### src/kds_pkg.sv
// ----------------------------------------------------------------------------
// kds_pkg
// shared types, constants and dominance functions of the skyline filter
// ----------------------------------------------------------------------------
package kds_pkg;

  localparam int MAX_DIM     = 8;
  localparam int STORE_DEPTH = 64;
  localparam int COORD_W     = 32;
  localparam int ID_W        = 16;
  localparam int IDX_W       = $clog2(STORE_DEPTH);
  localparam int CNT_W       = $clog2(STORE_DEPTH + 1);
  localparam int KEY_W       = ID_W + IDX_W;
  localparam int REG_W       = 4;

  // result status codes
  localparam logic [2:0] ST_CAND     = 3'd0;
  localparam logic [2:0] ST_OTHER    = 3'd1;
  localparam logic [2:0] ST_REJECT   = 3'd2;
  localparam logic [2:0] ST_OVERFLOW = 3'd3;
  localparam logic [2:0] ST_READOUT  = 3'd4;

  // register indexes
  localparam logic REG_K_NEEDED  = 1'b0;
  localparam logic REG_DIMS_USED = 1'b1;

  typedef logic [MAX_DIM-1:0][COORD_W-1:0] coords_t;

  typedef struct packed {
    logic [ID_W-1:0] id;
    coords_t         coords;
  } entry_t;

  typedef enum logic [4:0] {
    OP_NONE, OP_LOAD, OP_O_RD, OP_O_EV, OP_C_INIT, OP_C_RD, OP_C_EV,
    OP_M_INIT, OP_M_RD, OP_M_EV, OP_APPEND, OP_R_INIT, OP_R_SCAN,
    OP_R_RD, OP_R_EV, OP_R_PICK, OP_SEND
  } op_t;

  typedef struct packed {
    op_t op;
  } cmd_t;

  typedef struct packed {
    logic r_end;
    logic rej;
    logic ovf;
    logic nc_zero;
    logic res_last;
    logic out_free;
    logic ro;
  } stat_t;

  function automatic logic [REG_W-1:0] sat_dims(logic [REG_W-1:0] dims);
    sat_dims = (dims > REG_W'(MAX_DIM)) ? REG_W'(MAX_DIM) : dims;
  endfunction

  // a dominates b: nowhere worse, strictly better somewhere
  function automatic logic dominates(coords_t a, coords_t b, logic [REG_W-1:0] dims);
    logic [REG_W-1:0] d;
    logic lt;
    logic gt;
    d  = sat_dims(dims);
    lt = 1'b0;
    gt = 1'b0;
    for (int i = 0; i < MAX_DIM; i++) begin
      if (REG_W'(i) < d) begin
        if ($signed(a[i]) < $signed(b[i])) lt = 1'b1;
        if ($signed(a[i]) > $signed(b[i])) gt = 1'b1;
      end
    end
    dominates = lt & ~gt;
  endfunction

  // a k-dominates b: strictly better somewhere, not worse in at least k dims
  function automatic logic k_dominates(coords_t a, coords_t b, logic [REG_W-1:0] dims,
                                       logic [REG_W-1:0] k);
    logic [REG_W-1:0] d;
    logic [REG_W-1:0] cnt;
    logic lt;
    d   = sat_dims(dims);
    cnt = '0;
    lt  = 1'b0;
    for (int i = 0; i < MAX_DIM; i++) begin
      if (REG_W'(i) < d) begin
        if ($signed(a[i]) < $signed(b[i])) lt = 1'b1;
        if ($signed(a[i]) <= $signed(b[i])) cnt = cnt + 1'b1;
      end
    end
    k_dominates = lt & (cnt >= k);
  endfunction

endpackage

### src/kds_ctrl.sv
// ----------------------------------------------------------------------------
// kds_ctrl
// sequencer of push phases and readout scans
// ----------------------------------------------------------------------------
module kds_ctrl (
  input  logic           clk,
  input  logic           rst_n,
  input  logic           in_tvalid,
  output logic           in_tready,
  input  kds_pkg::stat_t stat,
  output kds_pkg::cmd_t  cmd
);

  typedef enum logic [16:0] {
    S_IDLE   = 17'b00000000000000001,
    S_DECODE = 17'b00000000000000010,
    S_O_RD   = 17'b00000000000000100,
    S_O_EV   = 17'b00000000000001000,
    S_C_INIT = 17'b00000000000010000,
    S_C_RD   = 17'b00000000000100000,
    S_C_EV   = 17'b00000000001000000,
    S_M_INIT = 17'b00000000010000000,
    S_M_RD   = 17'b00000000100000000,
    S_M_EV   = 17'b00000001000000000,
    S_APPEND = 17'b00000010000000000,
    S_R_INIT = 17'b00000100000000000,
    S_R_SCAN = 17'b00001000000000000,
    S_R_RD   = 17'b00010000000000000,
    S_R_EV   = 17'b00100000000000000,
    S_R_PICK = 17'b01000000000000000,
    S_SEND   = 17'b10000000000000000
  } state_t;

  state_t state_r, state_nxt;

  assign in_tready = (state_r == S_IDLE);

  always_comb begin
    state_nxt = state_r;
    cmd.op    = kds_pkg::OP_NONE;
    case (state_r)
      S_IDLE: begin
        if (in_tvalid) begin
          cmd.op    = kds_pkg::OP_LOAD;
          state_nxt = S_DECODE;
        end
      end
      S_DECODE: state_nxt = stat.ro ? S_R_INIT : S_O_RD;
      S_O_RD: begin
        cmd.op = kds_pkg::OP_O_RD;
        if (stat.r_end) state_nxt = stat.rej ? S_SEND : S_C_INIT;
        else            state_nxt = S_O_EV;
      end
      S_O_EV: begin
        cmd.op    = kds_pkg::OP_O_EV;
        state_nxt = S_O_RD;
      end
      S_C_INIT: begin
        cmd.op    = kds_pkg::OP_C_INIT;
        state_nxt = S_C_RD;
      end
      S_C_RD: begin
        cmd.op = kds_pkg::OP_C_RD;
        if (stat.r_end) state_nxt = stat.ovf ? S_SEND : S_M_INIT;
        else            state_nxt = S_C_EV;
      end
      S_C_EV: begin
        cmd.op    = kds_pkg::OP_C_EV;
        state_nxt = S_C_RD;
      end
      S_M_INIT: begin
        cmd.op    = kds_pkg::OP_M_INIT;
        state_nxt = S_M_RD;
      end
      S_M_RD: begin
        cmd.op    = kds_pkg::OP_M_RD;
        state_nxt = stat.r_end ? S_APPEND : S_M_EV;
      end
      S_M_EV: begin
        cmd.op    = kds_pkg::OP_M_EV;
        state_nxt = S_M_RD;
      end
      S_APPEND: begin
        cmd.op    = kds_pkg::OP_APPEND;
        state_nxt = S_SEND;
      end
      S_R_INIT: begin
        cmd.op    = kds_pkg::OP_R_INIT;
        state_nxt = stat.nc_zero ? S_SEND : S_R_SCAN;
      end
      S_R_SCAN: begin
        cmd.op    = kds_pkg::OP_R_SCAN;
        state_nxt = S_R_RD;
      end
      S_R_RD: begin
        cmd.op    = kds_pkg::OP_R_RD;
        state_nxt = stat.r_end ? S_R_PICK : S_R_EV;
      end
      S_R_EV: begin
        cmd.op    = kds_pkg::OP_R_EV;
        state_nxt = S_R_RD;
      end
      S_R_PICK: begin
        cmd.op    = kds_pkg::OP_R_PICK;
        state_nxt = S_SEND;
      end
      S_SEND: begin
        cmd.op = kds_pkg::OP_SEND;
        if (stat.out_free) state_nxt = stat.res_last ? S_IDLE : S_R_SCAN;
      end
      default: state_nxt = S_IDLE;
    endcase
  end

  always_ff @(posedge clk) begin
    if (!rst_n) begin
      state_r <= S_IDLE;
    end else begin
      state_r <= state_nxt;
    end
  end

endmodule

### config.mk
export PLATFORM = sky130hd
export DESIGN_NAME = kds_ctrl
export DESIGN_NICKNAME = d
export VERILOG_FILES = /design/src/kds_pkg.sv /design/src/kds_ctrl.sv
export SDC_FILE = /design/constraint.sdc
export NUM_CORES = 1
export LEC_CHECK = 0
export ABC_AREA = 1
export BUFFER_PORTS_ARGS = -buffer_cell sky130_fd_sc_hd__buf_4
export CORE_UTILIZATION = 40
export CTS_CLUSTER_SIZE = 8
export DETAILED_ROUTE_END_ITERATION = 12
export HOLD_SLACK_MARGIN = 0.05
export PLACE_DENSITY = 0.71
export REMOVE_ABC_BUFFERS = 1
export SETUP_SLACK_MARGIN = 0.2
export SYNTH_ARGS = -nofsm -noshare
export SYNTH_HDL_FRONTEND = slang
export SYNTH_SLANG_ARGS = --single-unit
### constraint.sdc
create_clock -name clk -period 3.4 [get_ports clk]
set_clock_uncertainty 0.05 [all_clocks]
set_input_delay 0 -clock clk [delete_from_list [all_inputs] [get_ports clk]]
set_output_delay 0 -clock clk [all_outputs]
set_load 0.05 [all_outputs]
==> results of run 1 <==
==> metrics by stage <==
stage	power, mW	worst slack, ns	cell area [um^2]	util, %	hold slack [ns]
after global routing	0.438	0.977	1470	52.5	0.140
after global placement	0.297	1.71	1340	47.6	0.135
after detailed placement	0.297	1.71	1340	47.6	0.135
after floorplan	0.271	1.58	1180	-	0.0187
final	0.413	1.15	1470	52.5	0.143
after CTS	0.417	1.17	1470	52.5	0.133
==> power by group <==
group,switching [mW],internal (mW)
combinational,0.0621,0.0366
clock,0.0660,0.0438
sequential,0.00240,0.202
total,0.130,0.282
==> layout by cell type, fill, tap and decap left out, types with 4 or more instances in the layout <==
cell type / instances
dlygate4sd3_1: 11
nand2_1: 25
nand3_2: 4
inv_2: 7
dfxtp_1: 17
nand3_1: 26
nor2_1: 32
inv_1: 31
nor3_2: 5
nand2_2: 6
buf_4: 15
==> layer usage <==
layer  share of wire, %  vias to the layer above  track usage, %
met5                  0                        -               0
met4               0.64                        0            4.88
met3                6.5                        2            5.53
met2                 49                       35            34.0
met1                 44                      525            24.5
li1                   -                      629               -
==> kinds of logic after synthesis <==
group / Yosys count
AOI/OAI and AO/OA: 5
buffers and inverters: 40
DFF: 17
and+or+nand+nor: 120
==> worst max path at each step <==
stage                  to  slack, ns         from  cells after the start
6_report       state_r[0]       1.15  state_r[11]                     13
4_1_cts        state_r[0]       1.17  state_r[11]                     13
5_1_grt        state_r[0]       0.98  state_r[11]                     13
3_3_place_gp       cmd[0]       1.71  state_r[11]                      9
3_5_place_dp       cmd[0]       1.71  state_r[11]                      9
2_1_floorplan      cmd[0]       1.58   state_r[8]                      8
==> critical path: stages (launching register included) <==
cell,delay [ns]
dfxtp_1,0.34
nor2_1,0.20
nand2_2,0.13
nor2_8,0.17
nand3_1,0.17
nand2_1,0.10
inv_1,0.06
nand2_1,0.07
nor2_1,0.06
nand2_4,0.07
nand3_1,0.07
nand2_1,0.07
nand2_1,0.05
dlygate4sd3_1,0.54
==> area by class of cell <==
type / instances / area, um^2 / area share, %
Tap cell: 31 / 38.8 / 2.63
Sequential cell: 17 / 340 / 23.1
Multi-Input combinational cell: 125 / 701 / 47.6
Clock inverter: 1 / 5.00 / 0.340
Inverter: 38 / 143 / 9.69
Clock buffer: 3 / 22.5 / 1.53
Timing Repair Buffer: 26 / 223 / 15.1
==> metrics.md, run 1 <==
| Metric | Value |
|---|---|
| Post-CTS Hold Buffers | `11` |
| Std-Cell Rows | `19` |
| Max clock buf depth | `2` |
| Top flop regs | `state_r: 17 flops` |
| CP Class | `reg -> reg` |
| Final setup violation count | `0` |
| DRC errors left | `0` |
| Total gr overflow | `0` |
| Cells after synthesis | `182` |
| CTS tree | `yes` |
| FF-to-FF setup slack | `between 1 and 1.5 ns` |
| Reg-to-reg endpoint | `state_r[0]` |
| Max rail drop VDD | `between 200 and 250 uV` |
| Diodes inserted | `0` |
| Initial drt markers | `43` |
| Startpoint Class | `register` |
| IO Pins | `16` |
| Hold Path Class | `in -> reg` |
| Reg2Reg Depth | `13` |
| Top post-synthesis cells by area | `dfxtp_1, nand3_1, nor2_1` |
| CTS Buf Count | `3` |
| Hold Violations, Final | `0` |
| DP HPWL | `about 2.2 mm` |
| Main synth FF type | `dfxtp_1` |
| Htree depth | `1` |
| Die W | `56.7 um` |
| Total GRT Usage | `19.8%` |
| Synth top cells by count | `nor2_1, inv_1, nand3_1, nand2_1, dfxtp_1` |
| Synth Area in Adders | `0%` |
| Mapped Area | `between 1000 and 1500 um^2` |
| Compound-Gate Fraction of Synth Area | `around 3%` |
| Leakage | `about 0.79 nW` |
| First-pass GRT wire length | `about 4.9 mm` |
| DR vias | `about 1200` |
| Synth Area in XOR/XNOR | `0%` |
| DRT antenna net count | `0` |
| Total setup buffers inserted after CTS | `0` |
| FFs w/ async S/R, synth | `0%` |
| YS warnings | `0` |
| Biggest register | `state_r` |
| Cts repair resizes | `0` |
| Distinct cells, synth | `28` |
| Minimum clock period | `2.25 ns` |
| CTS clk-pin slew, worst paths | `roughly 0.11 ns` |
| Setup TNS Final | `0 ns` |
| Gpl congestion | `0.872` |
| Clock latency at the later pin of the worst-skew pair | `slightly below 0.3 ns` |
| Cell taking the most area after synthesis | `dfxtp_1` |
| Power per cell area | `280 nW/um^2` |
| Worst Path Max Fanout | `8` |
| CP arrival | `roughly 2.4 ns` |
| Vias in the first global route | `1142` |
| Crit path required time | `around 3.6 ns` |
| Root buffer cell | `clkbuf_4` |
| Synthesized flop and latch total | `17` |
| Largest register FFs | `17` |
| Post-synthesis to final-layout area growth | `22.9%` |
| Max Fclk | `approximately 0.44 GHz` |
| Worst slew margin | `between 60% and 70%` |
| Status | `finished clean` |
| Post-synth EDFFs | `0` |
| CTS Sinks | `17` |
| Top-area cell type share of the netlist area | `around 28%` |
| Avg Cell Area, Syn | `6.59 um^2` |
| Area share of and/or/nand/nor cells after synthesis | `about 55%` |
| Final Cycle Share | `66.2%` |
| Mux cell area share after synthesis | `0%` |
| Critical R2R Launch | `state_r[11]` |
| Fill count | `roughly 300` |
| Final std cells w/o fill | `241` |
| Hold endpoint | `state_r[16]` |
| Core Region | `2810 um^2` |
| # Max-Cap Violations | `0` |
| DR pass1 iterations | `4` |
| Placed Instances | `~230` |
| Count leader, synth | `nor2_1` |
| Min-delay src | `stat[1]` |
| Worst slew pin tran | `roughly 0.56 ns` |
| Initial antenna violation count | `0` |
| Final wirelength | `about 2.8 mm` |
| Max-slew violations | `0` |
| Wire length per cell | `between 10 and 15 um` |
| CP endpoint kind | `register` |
| IO buf count | `15` |
| Initial Util | `around 43%` |
| Maximum number of pins on one net before global-route repair | `16` |
| Hold Crit Depth | `5` |
| Main combinational cell family by area after synthesis | `simple AND/OR/NAND/NOR gates` |
| Die area | `3220 um^2` |
| Seq/Total Area, Yosys | `about 28%` |
| Via density | `4.94` |
| RSZ-0062 raised after global routing | `no` |
| Share of cells above drive strength 1 | `between 20% and 30%` |
| Nets | `221` |
| Die Height | `about 57 um` |
No activity file was read; power rests on OpenSTA's default activity.
==> run 2, diff against run 1 <==
- clock period: 3.4 -> 2.27 ns (I/O delays scaled with it)
==> metrics.md, run 2 (same netlist as run 1, synthesis figures left out) <==
| Metric | Value |
|---|---|
| Final std cells w/o fill | `240 (-0.41%)` |
| Hold Path Class | `in -> reg` |
| FF-to-FF setup slack | `0.42 ns (-0.73 ns)` |
| Minimum clock period | `roughly 1.9 ns` |
| Fill count | `294 (-1.0%)` |
| Core Region | `2810 um^2 (unchanged)` |
| Multi-input gate area | `706 um^2 (+0.71%)` |
| Root buffer cell | `clkbuf_4` |
| Max incr delay on CP | `0.41 ns (-0.13 ns)` |
| CP endpoint kind | `output port` |
| CP top delay family | `simple AND/OR/NAND/NOR gates` |
| Max rail drop VDD | `340 uV (+52%)` |
| Clock latency at the later pin of the worst-skew pair | `0.30 ns (about the same)` |
| IO buf count | `15 (unchanged)` |
| # Max-Cap Violations | `0 (unchanged)` |
| Commonest non-fill, non-tap cell in the layout | `nor2_1` |
| Total gr overflow | `0 (unchanged)` |
| IO Pins | `16 (unchanged)` |
| Worst slew margin | `63.6% (+0.77 points)` |
| Die area | `3220 um^2 (unchanged)` |
| RSZ-0062 raised after global routing | `no` |
| Std-Cell Rows | `19 (unchanged)` |
| Top flop regs | `state_r: 17 flops` |
| Vias in the first global route | `1105 (-3.2%)` |
| Total setup buffers inserted after CTS | `0 (unchanged)` |
| Power per cell area | `424 nW/um^2 (+51%)` |
| CTS clk-pin slew, worst paths | `0.10 ns (about the same)` |
| CP Class | `reg -> out` |
| CP max-delay cell | `dfxtp_1` |
| Share of cells above drive strength 1 | `25.8% (+0.60 points)` |
| CTS tree | `yes` |
| Worst slew pin tran | `0.545 ns (-0.0116 ns)` |
| Worst path bufs/invs | `3 (+1)` |
| Htree depth | `1 (unchanged)` |
| Initial drt markers | `39 (-9.3%)` |
| Crit path required time | `2.22 ns (-1.33 ns)` |
| Final wirelength | `2.74 mm (-2.0%)` |
| Setup TNS Final | `0 ns (unchanged)` |
| Worst-path cell chain | `nor2_4 -> nand2_4 -> inv_1 -> nand3_1 -> inv_1 -> nand2_1 -> nand3_1 -> or3_1 -> buf_4` |
| Placed Instances | `226 (unchanged)` |
| Nets | `220 (-0.45%)` |
| Initial antenna violation count | `0 (unchanged)` |
| Die Height | `56.7 um (unchanged)` |
| Total chip power | `0.622 mW (+51%)` |
| Initial Util | `42.7% (unchanged)` |
| Final setup violation count | `0 (unchanged)` |
| Startpoint Class | `register` |
| Hold Violations, Final | `0 (unchanged)` |
| Diodes inserted | `0 (unchanged)` |
| Die W | `56.7 um (unchanged)` |
| Gpl congestion | `0.878 (+0.69%)` |
| Total GRT Usage | `18.7% (-1.1 points)` |
| DRC errors left | `0 (unchanged)` |
| DR pass1 iterations | `5 (+1)` |
| Max clock buf depth | `2 (unchanged)` |
| Status | `finished clean` |
| DR vias | `1168 (-1.9%)` |
| CP arrival | `1.89 ns (-0.51 ns)` |
| FF/Latch Area | `342 um^2 (+0.37%)` |
| CTS Sinks | `17 (unchanged)` |
| CTS Buf Count | `3 (unchanged)` |
| Max Fclk | `approximately 0.5 GHz` |
| Max-slew violations | `0 (unchanged)` |
| First-pass GRT wire length | `4.67 mm (-4.2%)` |
| Via density | `4.87 (-1.5%)` |
| DP HPWL | `2.16 mm (-0.85%)` |
| Commonest cells after routing, fill and taps aside | `nor2_1, inv_1, nand3_1, nand2_1, dfxtp_1` |
| Worst Path Max Fanout | `4 (-4)` |
| Wire length per cell | `11.4 um (-1.6%)` |
| WHS | `0.360 ns (+0.217 ns)` |
| Final Cycle Share | `a little under nine tenths` |
| Maximum number of pins on one net before global-route repair | `16 (unchanged)` |
| Biggest register | `state_r` |
| DRT antenna net count | `0 (unchanged)` |
| Leakage | `0.786 nW (-0.92%)` |
| Post-synthesis to final-layout area growth | `22.4%` |
| Largest register FFs | `17 (unchanged)` |
run 2: power breakdown:
part,internal [mW],switching (mW)
clock network,0.0685,0.102
registers,0.302,0.00335
logic,0.0532,0.0924
total,0.424,0.198
run 2: worst register-to-register path: stages (launching register included):
cell           delay [ns]
dfxtp_1              0.34
nor2_1               0.18
nand2_2              0.13
nor2_8               0.18
nand3_1              0.17
nor4_1               0.18
dlygate4sd3_1        0.57
run 2: worst paths after layout:
| check | from | end | depth (start not counted) |
|---|---|---|---|
| min | stat[4] | state_r[7] | 3 |
| max reg2reg | state_r[11] | state_r[4] | 6 |
| min reg2reg | state_r[16] | state_r[3] | 3 |
| max | state_r[5] | cmd[0] | 9 |
run 2: metrics by stage:
stage | cell area (um^2) | utilization, % | setup slack, ns
after floorplan | 1180 | - | 0.449
after global placement | 1340 | 47.6 | 0.583
after detailed placement | 1340 | 47.6 | 0.579
after CTS | 1460 | 52.1 | 0.247
after global routing | 1470 | 52.3 | 0.217
final | 1470 | 52.3 | 0.328
run 2: layout make-up:
type | instances | area share (%)
inverters | 38 | 9.72
clock buffers | 4 | 1.79
repair buffers | 25 | 14.5
well taps | 31 | 2.64
multi-input cells | 125 | 48.1
flip-flops and latches | 17 | 23.3
run 2: routing by layer:
layer  up-vias  wire length (um)  global-route usage (%)
met3         4               122                    3.46
met5         -                 0                       0
met4         0                26                    5.92
li1        630                 -                       -
met1       505              1280                    23.0
met2        29              1310                    32.8
run 2: what timing repair did:
item	4_1_cts	5_1_grt
resized for setup	0	2
hold buffers	10	0
endpoints found under the setup margin	0	1
endpoints found under the hold margin	11	0
